[config.mk]
export PLATFORM = sky130hd
export DESIGN_NAME = sorted_array_priority_queue_top_flat
export DESIGN_NICKNAME = d
export VERILOG_FILES = /design/src/saq_pkg.sv /design/src/saq_if.sv /design/src/saq_cell.sv /design/src/saq_chain.sv /design/src/sorted_array_priority_queue_top.sv /design/src/flat_wrapper.sv
export VERILOG_INCLUDE_DIRS = /design/src /design/src/src
export SDC_FILE = /design/constraint.sdc
export NUM_CORES = 2
export LEC_CHECK = 0
export ABC_AREA = 1
export BUFFER_PORTS_ARGS = -buffer_cell sky130_fd_sc_hd__buf_2
export CELL_PAD_IN_SITES_DETAIL_PLACEMENT = 0
export CELL_PAD_IN_SITES_GLOBAL_PLACEMENT = 1
export CORE_ASPECT_RATIO = 2
export CORE_MARGIN = 2
export CORE_UTILIZATION = 44
export CTS_CLUSTER_DIAMETER = 80
export DETAILED_ROUTE_END_ITERATION = 6
export PLACE_DENSITY_LB_ADDON = 0.1
export SLEW_MARGIN = 5
export SYNTH_ARGS = -nofsm -noshare
export SYNTH_HDL_FRONTEND = slang
export SYNTH_SLANG_ARGS = --single-unit
[constraint.sdc]
create_clock -name clk -period 4.12 [get_ports clk]
set_clock_uncertainty 0.15 [all_clocks]
set_input_delay 0.824 -clock clk [delete_from_list [all_inputs] [get_ports clk]]
set_output_delay 0.824 -clock clk [all_outputs]
set_load 0.02 [all_outputs]
[src/sorted_array_priority_queue_top_macros.svh]
// Assertion macros shared by the RTL.
`ifndef SORTED_ARRAY_PRIORITY_QUEUE_TOP_MACROS_SVH
`define SORTED_ARRAY_PRIORITY_QUEUE_TOP_MACROS_SVH

// Same-cycle implication, checked while out of reset.
`define SAQ_ASSERT_IMPL(label, clk, rst_n, ante, cons) \
    label: assert property (@(posedge clk) disable iff (!rst_n) (ante) |-> (cons)) \
        else $error("assertion failed");

// Next-cycle implication, checked while out of reset.
`define SAQ_ASSERT_NEXT(label, clk, rst_n, ante, cons) \
    label: assert property (@(posedge clk) disable iff (!rst_n) (ante) |=> (cons)) \
        else $error("assertion failed");

`endif

[src/saq_pkg.sv]
// ----------------------------------------------------------------------------
// saq_pkg
// Types and constants of the sorted-array priority queue.
// ----------------------------------------------------------------------------
package saq_pkg;

    localparam int DEPTH    = 32;
    localparam int CNT_W    = $clog2(DEPTH + 1);
    localparam int PRIO_W   = 16;
    localparam int TAG_W    = 16;
    localparam int OPCODE_W = 2;
    localparam int STATUS_W = 2;
    localparam int COUNT_W  = 6;

    typedef enum logic [OPCODE_W-1:0] {
        OP_INSERT = 2'd0,
        OP_REMOVE = 2'd1,
        OP_NOP    = 2'd2
    } opcode_t;

    typedef enum logic [STATUS_W-1:0] {
        ST_DONE  = 2'd0,
        ST_FULL  = 2'd1,
        ST_EMPTY = 2'd2
    } status_t;

    typedef struct packed {
        logic signed [PRIO_W-1:0] prio;
        logic [TAG_W-1:0]         tag;
    } entry_t;

    // Broadcast to every cell in the chain.
    typedef struct packed {
        logic   insert;
        logic   remove;
        entry_t new_entry;
    } cell_cmd_t;

endpackage

[src/saq_if.sv]
// ----------------------------------------------------------------------------
// saq_req_if / saq_rsp_if
// Valid/ready channels carrying request and response words.
// ----------------------------------------------------------------------------
interface saq_req_if;
    import saq_pkg::*;

    logic                     valid;
    logic                     ready;
    logic [OPCODE_W-1:0]      opcode;
    logic signed [PRIO_W-1:0] priority_req;
    logic [TAG_W-1:0]         tag;

    modport source (output valid, output opcode, output priority_req, output tag,
                    input ready);
    modport sink (input valid, input opcode, input priority_req, input tag,
                  output ready);
endinterface

interface saq_rsp_if;
    import saq_pkg::*;

    logic                     valid;
    logic                     ready;
    logic [STATUS_W-1:0]      status;
    logic                     top_valid;
    logic signed [PRIO_W-1:0] top_priority;
    logic [TAG_W-1:0]         top_tag;
    logic [COUNT_W-1:0]       entry_count;
    logic                     is_full;
    logic                     is_empty;

    modport source (output valid, output status, output top_valid, output top_priority,
                    output top_tag, output entry_count, output is_full, output is_empty,
                    input ready);
    modport sink (input valid, input status, input top_valid, input top_priority,
                  input top_tag, input entry_count, input is_full, input is_empty,
                  output ready);
endinterface

[src/saq_cell.sv]
// ----------------------------------------------------------------------------
// saq_cell
// One slot of the sorted chain: holds an entry, compares it against the
// incoming priority and shifts with its neighbors on insert or remove.
// ----------------------------------------------------------------------------
module saq_cell (
    input  logic               clk,
    input  saq_pkg::cell_cmd_t cmd,
    input  logic               cell_valid,
    input  logic               prev_keep,
    input  saq_pkg::entry_t    prev_entry,
    input  saq_pkg::entry_t    succ_entry,
    output saq_pkg::entry_t    entry,
    output saq_pkg::entry_t    entry_next,
    output logic               keep
);
    import saq_pkg::*;

    entry_t entry_reg;

    // Chain is sorted high to low, so keep is set on a leading run of cells.
    // Equal priorities stay ahead of the new entry.
    assign keep = cell_valid && (entry_reg.prio >= cmd.new_entry.prio);

    always_comb
    begin
        entry_next = entry_reg;
        if (cmd.insert)
        begin
            if (!keep)
            begin
                entry_next = prev_keep ? cmd.new_entry : prev_entry;
            end
        end
        else if (cmd.remove)
        begin
            entry_next = succ_entry;
        end
    end

    always_ff @(posedge clk)
    begin
        entry_reg <= entry_next;
    end

    assign entry = entry_reg;

endmodule

[src/saq_chain.sv]
// ----------------------------------------------------------------------------
// saq_chain
// Row of DEPTH cells; cell 0 holds the top entry.
// ----------------------------------------------------------------------------
module saq_chain (
    input  logic                      clk,
    input  saq_pkg::cell_cmd_t        cmd,
    input  logic [saq_pkg::CNT_W-1:0] count,
    output saq_pkg::entry_t           head_next
);
    import saq_pkg::*;

    entry_t ent      [DEPTH];
    entry_t ent_next [DEPTH];
    logic   keep     [DEPTH];

    genvar i;
    generate
        for (i = 0; i < DEPTH; i++)
        begin : g_cell
            logic   cell_valid;
            logic   prev_keep;
            entry_t prev_entry;
            entry_t succ_entry;

            assign cell_valid = count > CNT_W'(i);

            if (i == 0)
            begin : g_first
                assign prev_keep  = 1'b1;
                assign prev_entry = '0;
            end
            else
            begin : g_mid
                assign prev_keep  = keep[i-1];
                assign prev_entry = ent[i-1];
            end

            if (i == DEPTH - 1)
            begin : g_last
                assign succ_entry = ent[i];
            end
            else
            begin : g_inner
                assign succ_entry = ent[i+1];
            end

            saq_cell u_cell (
                .clk        (clk),
                .cmd        (cmd),
                .cell_valid (cell_valid),
                .prev_keep  (prev_keep),
                .prev_entry (prev_entry),
                .succ_entry (succ_entry),
                .entry      (ent[i]),
                .entry_next (ent_next[i]),
                .keep       (keep[i])
            );
        end
    endgenerate

    assign head_next = ent_next[0];

endmodule

[src/sorted_array_priority_queue_top.sv]
// ----------------------------------------------------------------------------
// sorted_array_priority_queue_top
// Priority queue of up to DEPTH entries kept sorted in a chain of cells.
// ----------------------------------------------------------------------------
// Usage:
//   req channel carries one word per operation: opcode (insert, remove top,
//   no-op), priority_req and tag. rsp channel returns one word per request:
//   status, the top entry after the operation, entry_count, is_full and
//   is_empty.
//   Every cell compares its entry with the incoming priority and shifts in
//   the same cycle, so one request is taken per cycle while req.ready is high;
//   the response word appears in the output register in the cycle after acceptance.
//   The output register is the only buffer: req.ready is high while it is
//   empty or being drained, so a stalled rsp side stalls req after one word.
//   Reset clears the entry count and the output valid; cell contents are
//   not cleared and are never shown past the count.
//   Equal priorities leave in insertion order.
// ----------------------------------------------------------------------------
`include "sorted_array_priority_queue_top_macros.svh"

module sorted_array_priority_queue_top (
    input  logic clk,
    input  logic rst_n,
    saq_req_if.sink   req,
    saq_rsp_if.source rsp
);
    import saq_pkg::*;

    logic [CNT_W-1:0]    count_reg, count_next;
    logic                out_valid_reg;
    logic [STATUS_W-1:0] status_reg;
    logic [CNT_W-1:0]    out_count_reg;
    entry_t              top_reg;

    logic      accept, full, empty, do_ins, do_rem;
    status_t   status_next;
    cell_cmd_t cmd;
    entry_t    head_next;

    assign req.ready = !out_valid_reg || rsp.ready;
    assign accept    = req.valid && req.ready;
    assign full      = count_reg == CNT_W'(DEPTH);
    assign empty     = count_reg == '0;

    always_comb
    begin
        do_ins      = 1'b0;
        do_rem      = 1'b0;
        status_next = ST_DONE;
        case (opcode_t'(req.opcode))
            OP_INSERT:
            begin
                if (full)
                    status_next = ST_FULL;
                else
                    do_ins = accept;
            end
            OP_REMOVE:
            begin
                if (empty)
                    status_next = ST_EMPTY;
                else
                    do_rem = accept;
            end
            default:
            begin
                status_next = ST_DONE;
            end
        endcase
    end

    always_comb
    begin
        count_next = count_reg;
        if (do_ins)
            count_next = count_reg + 1'b1;
        else if (do_rem)
            count_next = count_reg - 1'b1;
    end

    assign cmd.insert            = do_ins;
    assign cmd.remove            = do_rem;
    assign cmd.new_entry.prio    = req.priority_req;
    assign cmd.new_entry.tag     = req.tag;

    saq_chain u_chain (
        .clk       (clk),
        .cmd       (cmd),
        .count     (count_reg),
        .head_next (head_next)
    );

    always_ff @(posedge clk or negedge rst_n)
    begin
        if (!rst_n)
        begin
            count_reg     <= '0;
            out_valid_reg <= 1'b0;
        end
        else
        begin
            count_reg <= count_next;
            if (accept)
                out_valid_reg <= 1'b1;
            else if (rsp.ready)
                out_valid_reg <= 1'b0;
        end
    end

    always_ff @(posedge clk)
    begin
        if (accept)
        begin
            status_reg    <= status_next;
            out_count_reg <= count_next;
            top_reg       <= (count_next != '0) ? head_next : '0;
        end
    end

    assign rsp.valid        = out_valid_reg;
    assign rsp.status       = status_reg;
    assign rsp.top_valid    = out_count_reg != '0;
    assign rsp.top_priority = top_reg.prio;
    assign rsp.top_tag      = top_reg.tag;
    assign rsp.entry_count  = COUNT_W'(out_count_reg);
    assign rsp.is_full      = out_count_reg == CNT_W'(DEPTH);
    assign rsp.is_empty     = out_count_reg == '0;

    `SAQ_ASSERT_IMPL(a_count_bound, clk, rst_n, 1'b1, count_reg <= CNT_W'(DEPTH))
    `SAQ_ASSERT_IMPL(a_full_status, clk, rst_n, rsp.valid && rsp.status == ST_FULL, rsp.is_full)
    `SAQ_ASSERT_NEXT(a_insert_count, clk, rst_n, do_ins, count_reg == $past(count_reg) + 1'b1)
    `SAQ_ASSERT_NEXT(a_remove_count, clk, rst_n, do_rem, count_reg == $past(count_reg) - 1'b1)

endmodule
[src/flat_wrapper.sv]
// flat-port wrapper written by rule: the top's interface ports become plain ports
module sorted_array_priority_queue_top_flat import saq_pkg::*;
  (clk, rst_n, req_valid, req_opcode, req_priority_req, req_tag, req_ready, rsp_valid, rsp_status, rsp_top_valid, rsp_top_priority, rsp_top_tag, rsp_entry_count, rsp_is_full, rsp_is_empty, rsp_ready);
  saq_req_if req_i ();
  saq_rsp_if rsp_i ();
  input  logic clk;
  input  logic rst_n;
  input wire logic [$bits(req_i.valid)-1:0] req_valid;
  input wire logic [$bits(req_i.opcode)-1:0] req_opcode;
  input wire logic [$bits(req_i.priority_req)-1:0] req_priority_req;
  input wire logic [$bits(req_i.tag)-1:0] req_tag;
  output wire logic [$bits(req_i.ready)-1:0] req_ready;
  output wire logic [$bits(rsp_i.valid)-1:0] rsp_valid;
  output wire logic [$bits(rsp_i.status)-1:0] rsp_status;
  output wire logic [$bits(rsp_i.top_valid)-1:0] rsp_top_valid;
  output wire logic [$bits(rsp_i.top_priority)-1:0] rsp_top_priority;
  output wire logic [$bits(rsp_i.top_tag)-1:0] rsp_top_tag;
  output wire logic [$bits(rsp_i.entry_count)-1:0] rsp_entry_count;
  output wire logic [$bits(rsp_i.is_full)-1:0] rsp_is_full;
  output wire logic [$bits(rsp_i.is_empty)-1:0] rsp_is_empty;
  input wire logic [$bits(rsp_i.ready)-1:0] rsp_ready;
  assign req_i.valid = req_valid;
  assign req_i.opcode = req_opcode;
  assign req_i.priority_req = req_priority_req;
  assign req_i.tag = req_tag;
  assign req_ready = req_i.ready;
  assign rsp_valid = rsp_i.valid;
  assign rsp_status = rsp_i.status;
  assign rsp_top_valid = rsp_i.top_valid;
  assign rsp_top_priority = rsp_i.top_priority;
  assign rsp_top_tag = rsp_i.top_tag;
  assign rsp_entry_count = rsp_i.entry_count;
  assign rsp_is_full = rsp_i.is_full;
  assign rsp_is_empty = rsp_i.is_empty;
  assign rsp_i.ready = rsp_ready;
  sorted_array_priority_queue_top u_core (.clk(clk), .rst_n(rst_n), .req(req_i), .rsp(rsp_i));
endmodule
==> results by stage <==
Worst hold path:
- The worst hold path terminates at u_core.rsp.valid.
- The tightest min-delay check is of the input port to register type.
- The startpoint identified for the worst hold timing path is rsp_ready.
- The worst hold path passes through 4 cells.

Global route:
- The overflow left after global routing is 0.
- Entering global routing, the biggest net connects roughly 180 pins.
- Across every metal layer, demand over resource in global routing totals between 20% and 30%.
- The initial antenna violation count is 2.
- The global-route wire length before repair is between 300,000 and 400,000 microns.
- The number of global-route vias before repair is approximately 65k.

Final layout:
- The library cells used most frequently in the layout, excluding fill and tap cells, are sky130_fd_sc_hd__nand2_1 (3,311), sky130_fd_sc_hd__nand3_1 (1,986), sky130_fd_sc_hd__inv_1 (1,153).
- The proportion of layout cells with a drive suffix above 1 is 7.48%.
- From synthesis to final layout, the design area changed by 12.4%.
- The number of standard cells in the layout, taps in and fillers out is 11.8k.
- With fillers left out, the area of the finished cells amounts to just over 80,000 sq um.
- The utilization of the core after routing is between 40% and 50%.
- Leaving out fill and tap cells, the most frequent cell in the layout is sky130_fd_sc_hd__nand2_1.
- The number of flip-flops under the largest register name is 1,024.
- The number of nets at the end of the flow is slightly above 10k.

Critical path:
- The setup slack on the worst flop-to-flop path is about 430 ps.
- On the worst path, the slowest cell contributes a delay of around 470 ps.
- Counting cells, the worst reg-to-reg path comes to 15.
- The endpoint identified for the worst register-to-register timing path is u_core.rsp.top_priority[1].
- The startpoint of the worst-slack reg-to-reg timing path is u_core.count_reg[1].
- The largest individual stage delay along the critical path comes from the cell sky130_fd_sc_hd__dfrtp_1.
- The data arrival at the endpoint of the critical path is 4010 ps.
- The critical path's most frequent cell is sky130_fd_sc_hd__buf_4.
- The critical path in this run is classified as register to register.
- The critical path goes through inv_1 > buf_4 > ha_1 > buf_4 > inv_1 > nor2_4 > nand3_1 > nand2_8 > nor2_1 > a31oi_2 > xor2_1 > nand2_1 > nor2_4 > buf_4 > nor2_1.
- The data required time at the worst endpoint is 4450 ps.
- In this run the worst path has a maximum fanout of 48.
- The endpoint class of the critical path is a register.
- The type of origin of the critical path is a register.

Placement:
- The count of input and output buffers is 82.
- The placed cell count is about 12k.
- OpenSTA, run right after detailed placement, puts the worst setup slack at 37.9 ps.
- The routability congestion estimate is between 0.9 and 1.
- In this run the cell area measured after placement is 77,700 sq um.
- Detailed placement ended at an HPWL of approximately 190,000 microns.

Die:
- The core area is 164,000 sq um.
- The initial core utilization is around 44%.
- The floorplan step set the die height to 578 microns.
- The die covers approximately 170,000 sq um.
- In this run the horizontal extent of the chip is slightly below 300 microns.
- The count of standard-cell rows is between 200 and 250.
- The number of ports placed on the die boundary is just over 80.

Clock network:
- The maximum level of the CTS H-tree is 3.
- The clock passes through at most 3 buffers.
- The post-CTS setup buffer count is 0.
- The clock tree from TritonCTS is yes.
- The number of sinks on the clock net is around 1.1k.
- The clock transition at the registers of the reported paths is around 60 ps.
- The clock root buffer is sky130_fd_sc_hd__clkbuf_16.
- The clock reaches the later pin of the worst-skew pair after about 740 ps.
- In this run, post-CTS repair resized a total of 0 instances.
- The clock buffer count from CTS is between 100 and 150.

Detailed routing:
- In the routed design, unresolved DRC markers number 0.
- In the detailed route, the total length drawn on met2 is around 130,000 microns.
- The number of nets with antenna violations after routing is 0.
- The amount of wire on met3 after detailed routing is 10,800 microns.
- The routed design has between 200,000 and 300,000 microns of wire.
- For this block, the initial DRC count from the detailed router was roughly 4.7k.
- After detailed routing, the average wire length per cell comes to ~22 microns.
- The first detailed-routing pass took 7 iterations.
- After detailed routing, the wire length on met1 is between 90,000 and 100,000 microns.
- The number of vias per cell after detailed routing is 5.48.
- The routed layout has 64.8k vias.
- After detailed routing, no signal wire sits above met5.

Yosys:
- Multiplexer cells account for 0% of the synthesized area.
- The area fraction in and, or, nand and nor cells after synthesis is around 33%.
- Sequential cells were found to cover a little over two fifths of the synthesized design area.
- After technology mapping, the gate count stands at a little under 10k.
- Summing the areas of all xor and xnor instances in the mapped netlist gives less than 1% of the synthesized area.
- The share of flip-flops with an asynchronous set or reset after synthesis is 0.654%.
- The Yosys warning count is 0.
- Averaged over all synthesized cells, the footprint is roughly 7.5 sq um.
- The total standard cell area after synthesis is roughly 73,000 sq um.
- The post-synthesis cell type count is 43.
- The count of flip-flops with a built-in enable after synthesis is between 1k and 1.5k.
- The most frequently used flop master after synthesis is sky130_fd_sc_hd__edfxtp_1.
- The largest family of logic cells by synthesized area is simple AND/OR/NAND/NOR gates.
- When the netlist entered floorplanning its net count stood at 10.2k.
- The post-synthesis register bit count is roughly 1.1k.
- The adder and majority gate portion of the synthesized area is between 8 and 9%.
- Summing the areas of all compound-gate instances in the mapped netlist gives roughly 4.5% of the synthesized area.

Power and ir drop:
- The cell leakage power is 39.5 nW.
- The worst ir drop on vdd is 1.71 mV.
- Power spread over the standard cell area amounts to ~500 nW/um^2.
- Summing internal, switching and leakage power gives 41.9 mW.

Timing:
- The worst setup slack after layout is roughly 430 ps.
- The worst slack on hold paths is ~220 ps.
- Setup violations remaining at the end of the flow were counted as 0.
- The final-report max-slew violation count is 0.
- The final cycle utilization of the critical path is between 80% and 90%.
- Setup repair after global routing left no endpoint under its margin.
- In this run the tightest slew margin relative to its limit is between 20% and 30%.
- For the final routed database, the setup TNS stands at 0 ps.
- At the pin with the least slew margin, the transition time is ~1100 ps.
- The upper clock frequency limit is approximately 270 MHz.
- The time the worst path needs with I/O delays and setup is approximately 3700 ps.
- The hold violation total from the final report is 0.

Run:
- The number of max-cap violations is 0.

Status:
- The flow ran to the end, and the final reports show no timing, DRC or antenna violations.
[repair_timing]
action                                  4_1_cts  5_1_grt
endpoints found under the setup margin        0        0
hold buffers                                  1        0
hold endpoints to repair                      7        0
[cell type report]
| class | count | area [sq um] |
|---|---|---|
| inverters | 1189 | 4510 |
| clock buffers | 141 | 3000 |
| diodes | 1 | 2.50 |
| fillers | 16269 | 82100 |
| multi-input cells | 6763 | 34000 |
| repair buffers | 472 | 4830 |
| well taps | 2120 | 2650 |
| clock inverters | 62 | 860 |
| flip-flops and latches | 1071 | 31800 |
[Yosys cell counts (all sizes together) (2+ instances only)]
master	count	area share, %
a21o	2	0.021
a21oi	292	2.0
a31oi	4	0.060
buf	230	1.5
clkbuf	396	2.0
dfrtp	7	0.24
dfxtp	32	0.88
edfxtp	1032	43
ha	516	8.9
inv	1189	6.1
nand2	3342	17
nand3	1987	14
nand3b	4	0.041
nand4	97	0.84
nor2	182	0.97
nor3	18	0.12
nor3b	4	0.041
o211ai	4	0.041
o21a	8	0.083
o21ai	212	1.5
o21bai	45	0.47
o22ai	33	0.28
o31ai	3	0.038
o41ai	2	0.034
xor2	4	0.048
[critical path: cells and delay by family (launching register included)]
family                   cells  cell delay [ps]
XOR/XNOR                     1              230
buffers and inverters        5              920
AO/OA/AOI/OAI                1              170
AND/OR/NAND/NOR              7             1280
adder cells (fa/ha/maj)      1              150
flip-flops                   1              470
[worst max path at each step]
stage,cells past startpoint,endpoint,from
final,15,u_core.rsp.top_priority[1],u_core.count_reg[1]
after CTS,15,u_core.rsp.top_priority[1],u_core.count_reg[1]
after global placement,14,u_core.u_chain.g_cell[30].u_cell.entry[29],req_priority_req[7]
after detailed placement,15,u_core.u_chain.g_cell[2].u_cell.entry[12],req_priority_req[7]
after global routing,15,u_core.rsp.top_tag[0],u_core.count_reg[1]
after floorplan,14,u_core.u_chain.g_cell[9].u_cell.entry[0],req_priority_req[15]
[cells by family after synthesis]
family	count (synthesis)
flops	1071
simple gates	5637
fa+ha+maj	516
buf+inv	1815
compound gates	606
xor+xnor	4
[metal layers]
layer / global-route usage [%] / up-vias
li1: - / 31734
met1: 33.3 / 30530
met2: 55.2 / 1949
met3: 2.69 / 587
met4: 17.3 / 2
met5: 0 / -
[power breakdown]
group          switching (mW)  internal [mW]
sequential               1.03           13.7
combinational            11.1           4.96
clock                    4.72           6.35
total                    16.9           25.0
No activity file was read; power rests on OpenSTA's default activity.
